### config.mk
export PLATFORM = sky130hd
export DESIGN_NAME = nand_page_ecc_corrector
export DESIGN_NICKNAME = d
export VERILOG_FILES = /design/src/design/npec_pkg.sv /design/src/design/nand_page_ecc_corrector.sv
export SDC_FILE = /design/constraint.sdc
export NUM_CORES = 1
export LEC_CHECK = 0
export ABC_AREA = 1
export BUFFER_PORTS_ARGS = -buffer_cell sky130_fd_sc_hd__buf_4
export CAP_MARGIN = 25
export CORE_MARGIN = 2
export CORE_UTILIZATION = 40
export DETAILED_ROUTE_END_ITERATION = 10
export GPL_TIMING_DRIVEN = 1
export PLACE_DENSITY = 0.68
export SYNTH_ARGS = -nofsm -noshare
export SYNTH_HDL_FRONTEND = slang
export SYNTH_SLANG_ARGS = --single-unit
### constraint.sdc
create_clock -name clk -period 3.8 [get_ports clk]
set_input_delay 0.19 -clock clk [delete_from_list [all_inputs] [get_ports clk]]
set_output_delay 0.19 -clock clk [all_outputs]
set_load 0.03 [all_outputs]
### src/design/npec_pkg.sv
`timescale 1ns / 1ps

package npec_pkg;

  localparam int SECTOR_BYTES     = 512;
  localparam int SECTORS_PER_PAGE = 4;

  localparam int BYTE_IDX_W   = $clog2(SECTOR_BYTES);
  localparam int SECTOR_IDX_W = (SECTORS_PER_PAGE > 1) ? $clog2(SECTORS_PER_PAGE) : 1;
  localparam int COUNT_W      = 3;
  localparam int HALF_W       = 12;

  localparam logic [31:0]        ERASED_WORD = 32'hFFFF_FFFF;
  localparam logic [HALF_W-1:0]  HALF_MASK   = 12'hfff;
  localparam logic [COUNT_W-1:0] COUNT_MAX   = 3'd7;

  localparam logic MODE_ECC  = 1'b0;
  localparam logic MODE_DATA = 1'b1;

  localparam logic [1:0] STATUS_OK        = 2'd0;
  localparam logic [1:0] STATUS_CORRECTED = 2'd1;
  localparam logic [1:0] STATUS_FAILED    = 2'd2;

  typedef struct packed {
    logic [7:0]         data_out;
    logic               last;
    logic [1:0]         page_status;
    logic [COUNT_W-1:0] corrected_count;
    logic [COUNT_W-1:0] uncorrectable_count;
  } result_t;

  function automatic logic [COUNT_W-1:0] sat_inc(input logic [COUNT_W-1:0] v);
    sat_inc = (v == COUNT_MAX) ? COUNT_MAX : v + COUNT_W'(1);
  endfunction

endpackage

### src/design/nand_page_ecc_corrector.sv
`timescale 1ns / 1ps

// channel   handshake                     payload
// input     in_valid / in_stall           mode, ecc_stored, ecc_computed, data_byte
// output    out_valid / out_stall         data_out, last, page_status,
//                                         corrected_count, uncorrectable_count
//
// one word per cycle while in_stall is low: judging and the bit flip sit
// between the input port and the output register, which holds the result
// a skid register behind the output register absorbs one word of output stall;
// in_stall rises only while the skid register is full
// rst is synchronous, active high, and clears all page and handshake state

module nand_page_ecc_corrector (
  input  logic                          clk,
  input  logic                          rst,
  input  logic                          in_valid,
  output logic                          in_stall,
  input  logic                          mode,
  input  logic [31:0]                   ecc_stored,
  input  logic [31:0]                   ecc_computed,
  input  logic [7:0]                    data_byte,
  output logic                          out_valid,
  input  logic                          out_stall,
  output logic [7:0]                    data_out,
  output logic                          last,
  output logic [1:0]                    page_status,
  output logic [npec_pkg::COUNT_W-1:0]  corrected_count,
  output logic [npec_pkg::COUNT_W-1:0]  uncorrectable_count
);

  logic                                 flip_pending;
  logic [npec_pkg::HALF_W-1:0]          flip_position;
  logic [npec_pkg::BYTE_IDX_W-1:0]      byte_index;
  logic [npec_pkg::SECTOR_IDX_W-1:0]    sector_index;
  logic [npec_pkg::COUNT_W-1:0]         fixed_sectors;
  logic [npec_pkg::COUNT_W-1:0]         failed_sectors;

  logic                                 flip_pending_next;
  logic [npec_pkg::HALF_W-1:0]          flip_position_next;
  logic [npec_pkg::BYTE_IDX_W-1:0]      byte_index_next;
  logic [npec_pkg::SECTOR_IDX_W-1:0]    sector_index_next;
  logic [npec_pkg::COUNT_W-1:0]         fixed_sectors_next;
  logic [npec_pkg::COUNT_W-1:0]         failed_sectors_next;

  npec_pkg::result_t                    out_reg;
  npec_pkg::result_t                    skid_reg;
  npec_pkg::result_t                    res_next;
  logic                                 skid_valid;

  logic                                 accept;
  logic                                 res_fire;
  logic [31:0]                          syn;
  logic [npec_pkg::HALF_W-1:0]          even_half;
  logic [npec_pkg::HALF_W-1:0]          odd_half;
  logic                                 no_error;
  logic                                 single_bit;
  logic                                 halves_ok;
  logic                                 sector_end;
  logic                                 page_end;
  logic                                 hit;

  assign accept   = in_valid && !in_stall;
  assign res_fire = accept && (mode == npec_pkg::MODE_DATA);
  assign in_stall = skid_valid;

  // syndrome and its byte-swapped halves
  assign syn        = ecc_stored ^ ecc_computed;
  assign even_half  = {syn[19:16], syn[31:24]};
  assign odd_half   = {syn[3:0], syn[15:8]};
  assign no_error   = (ecc_stored == npec_pkg::ERASED_WORD) || (syn == 32'd0);
  assign single_bit = ((syn & (syn - 32'd1)) == 32'd0);
  assign halves_ok  = ((even_half ^ odd_half) == npec_pkg::HALF_MASK);

  assign sector_end = (byte_index == npec_pkg::BYTE_IDX_W'(npec_pkg::SECTOR_BYTES - 1));
  assign page_end   = sector_end &&
                      (sector_index == npec_pkg::SECTOR_IDX_W'(npec_pkg::SECTORS_PER_PAGE - 1));
  assign hit        = flip_pending && (flip_position[npec_pkg::HALF_W-1:3] == byte_index);

  always_comb begin
    flip_pending_next   = flip_pending;
    flip_position_next  = flip_position;
    byte_index_next     = byte_index;
    sector_index_next   = sector_index;
    fixed_sectors_next  = fixed_sectors;
    failed_sectors_next = failed_sectors;

    res_next.data_out            = data_byte;
    res_next.last                = 1'b0;
    res_next.page_status         = npec_pkg::STATUS_OK;
    res_next.corrected_count     = '0;
    res_next.uncorrectable_count = '0;

    if (hit) begin
      res_next.data_out = data_byte ^ (8'd1 << flip_position[2:0]);
    end

    if (mode == npec_pkg::MODE_ECC) begin
      flip_pending_next = 1'b0;
      if (!no_error) begin
        priority if (single_bit) begin
          fixed_sectors_next = npec_pkg::sat_inc(fixed_sectors);
        end else if (!halves_ok) begin
          failed_sectors_next = npec_pkg::sat_inc(failed_sectors);
        end else begin
          flip_pending_next  = 1'b1;
          flip_position_next = odd_half;
          fixed_sectors_next = npec_pkg::sat_inc(fixed_sectors);
        end
      end
    end else if (sector_end) begin
      byte_index_next   = '0;
      flip_pending_next = 1'b0;
      if (page_end) begin
        res_next.last                = 1'b1;
        res_next.corrected_count     = fixed_sectors;
        res_next.uncorrectable_count = failed_sectors;
        priority if (failed_sectors != '0) begin
          res_next.page_status = npec_pkg::STATUS_FAILED;
        end else if (fixed_sectors != '0) begin
          res_next.page_status = npec_pkg::STATUS_CORRECTED;
        end else begin
          res_next.page_status = npec_pkg::STATUS_OK;
        end
        sector_index_next   = '0;
        fixed_sectors_next  = '0;
        failed_sectors_next = '0;
      end else begin
        sector_index_next = sector_index + npec_pkg::SECTOR_IDX_W'(1);
      end
    end else begin
      byte_index_next = byte_index + npec_pkg::BYTE_IDX_W'(1);
    end
  end

  // page state
  always_ff @(posedge clk) begin
    if (rst) begin
      flip_pending   <= 1'b0;
      flip_position  <= '0;
      byte_index     <= '0;
      sector_index   <= '0;
      fixed_sectors  <= '0;
      failed_sectors <= '0;
    end else if (accept) begin
      flip_pending   <= flip_pending_next;
      flip_position  <= flip_position_next;
      byte_index     <= byte_index_next;
      sector_index   <= sector_index_next;
      fixed_sectors  <= fixed_sectors_next;
      failed_sectors <= failed_sectors_next;
    end
  end

  // output register with skid
  always_ff @(posedge clk) begin
    if (rst) begin
      out_valid  <= 1'b0;
      skid_valid <= 1'b0;
    end else if (!out_valid) begin
      if (res_fire) begin
        out_reg   <= res_next;
        out_valid <= 1'b1;
      end
    end else if (!out_stall) begin
      if (skid_valid) begin
        out_reg    <= skid_reg;
        skid_valid <= 1'b0;
      end else if (res_fire) begin
        out_reg <= res_next;
      end else begin
        out_valid <= 1'b0;
      end
    end else if (res_fire) begin
      skid_reg   <= res_next;
      skid_valid <= 1'b1;
    end
  end

  assign data_out            = out_reg.data_out;
  assign last                = out_reg.last;
  assign page_status         = out_reg.page_status;
  assign corrected_count     = out_reg.corrected_count;
  assign uncorrectable_count = out_reg.uncorrectable_count;

`ifndef NO_ASSERTIONS
  a_skid_behind_out : assert property (@(posedge clk) disable iff (rst)
    skid_valid |-> out_valid)
    else $error("skid word held without output word");

  a_stalled_word_kept : assert property (@(posedge clk) disable iff (rst)
    (out_valid && out_stall) |=> (out_valid && $stable(out_reg)))
    else $error("stalled output word lost or changed");

  a_status_only_at_last : assert property (@(posedge clk) disable iff (rst)
    (out_valid && !last) |-> (page_status == npec_pkg::STATUS_OK &&
                              corrected_count == '0 && uncorrectable_count == '0))
    else $error("page status outside last word");

  a_failed_status : assert property (@(posedge clk) disable iff (rst)
    (out_valid && last && uncorrectable_count != '0) |->
      (page_status == npec_pkg::STATUS_FAILED))
    else $error("uncorrectable page not flagged");

  a_no_flip_past_sector : assert property (@(posedge clk) disable iff (rst)
    (accept && mode == npec_pkg::MODE_DATA && sector_end) |=> !flip_pending)
    else $error("flip carried into next sector");
`endif

endmodule

==> run metrics <==
drt first pass iters 6; Synth cell types 37; row count 40; mapped cell area slightly below 5000 sq um; crit path kind reg2reg; worst vdd ir roughly 190 uV; leak pwr 2.88 nW; status completed; drt drc 0; Main synth FF type edfxtp_1; Buf/Inv on CP 3; chip width around 110 um; fill cell count about 1.2k; Tightest Hold Check Type in2reg; worst-skew pair later-pin latency ~0.33 ns; GRT Util Overall about a fifth; DRT antenna net count 0; power density over the cells 317 nW/um^2; Top delay family on crit path simple AND/OR/NAND/NOR gates; max reg flops 17; EDFF count, synth 34; crit-path cells ha_1, inv_1, nor4_1, inv_1, nor3_1, ha_1, nand2_1, nor2_1, clkinv_1, a211oi_1, nand2_1, a21oi_1; core area 11900 sq um; H-tree depth 3; die area around 13000 sq um; vias per cell 4.86; #FFs+latches synth 66; total setup buffers inserted after CTS 0; FFs w/ async S/R, synth 0%; initial antenna violation count 0; setup violators final 0; Synth Net Count 839; HPWL after DPL between 10 and 15 mm; CTS tree done; routed wire length 12.7 mm; synthesized instance count 755; largest area contributor in the synthesized netlist edfxtp_1; vias in the first global route 4604; worst-margin pin slew 0.686 ns; largest stage delay on the critical path between 0.3 and 0.4 ns; fin nets 940; CP required between 3 and 4 ns; DR vias ~5k; Avg WL per Cell about 13 um; Initial Utilization approximately two fifths; Die Span Y 114 um; Inserted Diodes 0; Initial DRC Count 253; Synth top area share 21.1%; Port-buffer cells 95; worst clock skew between 0.007 and 0.008 ns; io pins 96; fin area 6010 sq um; root buf cell clkbuf_16; crit share post-route 70.2%; Slew Limit Fails 0; Max Freq 375 MHz; post-place instance area between 5000 and 6000 sq um; slew margin rel. ~54%; Post-CTS Hold Buffers 0; share of cells above drive strength 1 16.6%; CP arrival around 2.9 ns; global route total overflow 0; Clock Path Buffers 2; post-cts sizing count 0; # clock sinks 66; Final min period 2.67 ns; Post-synth top cells nand2_1 (257), inv_1 (125), nor2_1 (91); Fin. Hold Viols 0; Crit Path Max Fanout 9; number of CTS-inserted buffers 9; YS warnings 0; largest net degree at the start of global routing 22; Area growth, synth to finish 24.1%; Avg Cell Area, Syn ~6.4 sq um; first-pass GRT wire length ~21 mm; max_cap viols 0; CP Launch Type flop; CP endpoint kind flop; Setup TNS 0 ns; slowest stage cell, crit path dfxtp_1; cell with the most instances after synthesis nand2_1; share of the yosys chip area belonging to registers 34.3%; Clock Pin Slew Worst Setup and Hold Paths about 0.060 ns; Area contributors post-synth edfxtp_1 (21%), nand2_1 (20%), dfxtp_1 (13%); unrepaired setup endpoints after global routing false; GP Congestion 0.923
[kinds of logic (layout without fill, tap and decap cells)]
family | after synthesis | count (layout) | synth area share, %
AND/OR/NAND/NOR | 427 | 427 | 37.8
buffers and inverters | 137 | 243 | 10.7
AO/OA/AOI/OAI | 94 | 94 | 11.1
flip-flops | 66 | 66 | 34.3
XOR/XNOR | 24 | 24 | 4.34
adder cells (fa/ha/maj) | 7 | 7 | 1.81
[stage by stage]
| step | setup slack [ns] | std cells | hold WS (ns) | total power, W | utilization (%) |
|---|---|---|---|---|---|
| after detailed placement | 1.15 | 992 | 0.460 | 0.00119 | 48.3 |
| after global placement | 1.18 | 991 | 0.464 | 0.00119 | 48.2 |
| after floorplan | 0.880 | 755 | 0.324 | 0.00103 | - |
| final | 1.13 | 1008 | 0.117 | 0.00191 | 50.5 |
| after global routing | 0.794 | 1008 | 0.135 | 0.00200 | 50.5 |
| after CTS | 1.13 | 1008 | 0.116 | 0.00192 | 50.5 |
[path summary, 6_finish.rpt]
check	slack, ns	startpoint	depth (start not counted)	endpoint
hold / removal	0.12	out_stall	3	in_stall
setup / recovery	1.13	byte_index[1]	12	page_status[0]
setup reg to reg	1.13	byte_index[1]	12	page_status[0]
hold reg to reg	0.47	sector_index[1]	2	sector_index[1]
[power by group]
group          switching, W  internal, W  total [W]
sequential        0.0000139     0.000774   0.000788
combinational      0.000232     0.000157   0.000389
clock              0.000294     0.000435   0.000729
total              0.000541      0.00137    0.00191
[placed cells by master, fill, tap and decap left out, types with 2 or more instances in the layout]
cell	n
nand2_1	257
inv_1	125
buf_4	99
nor2_1	91
a21oi_1	47
edfxtp_1	34
dfxtp_1	32
xnor2_1	23
o21ai_0	21
nand4_1	20
nand3_1	11
nor4_1	11
nor3_1	10
clkbuf_16	9
o21bai_1	7
nand2_2	7
ha_1	7
nor2_2	6
a221oi_1	6
nand3_2	4
o21ai_1	4
a211oi_1	3
or2_2	3
clkinv_1	3
clkinv_2	3
a31oi_1	2
nor2_4	2
clkinvlp_4	2
[per-layer routing]
layer,track usage [%],share of wire [%]
met5,0,0
met2,35.6,49
met1,24.3,44
met4,9.76,3.1
met3,2.54,4.2
[worst min-delay path: cells and delay by family]
| kind | cells | cell delay (ns) |
|---|---|---|
| AO/OA/AOI/OAI | 1 | 0.05 |
| buffers and inverters | 2 | 0.16 |
[final cells by class]
type                       count  area, sq um  share of cell area [%]
clock inverter                 6         33.8                   0.562
multi-input combinational    552         2680                    44.5
sequential                    66         1660                    27.6
inverter                     127          477                    7.93
clock buffer                  10          229                    3.81
tap                          147          184                    3.06
timing repair buffer         100          754                    12.5
No activity file was read; power rests on OpenSTA's default activity.
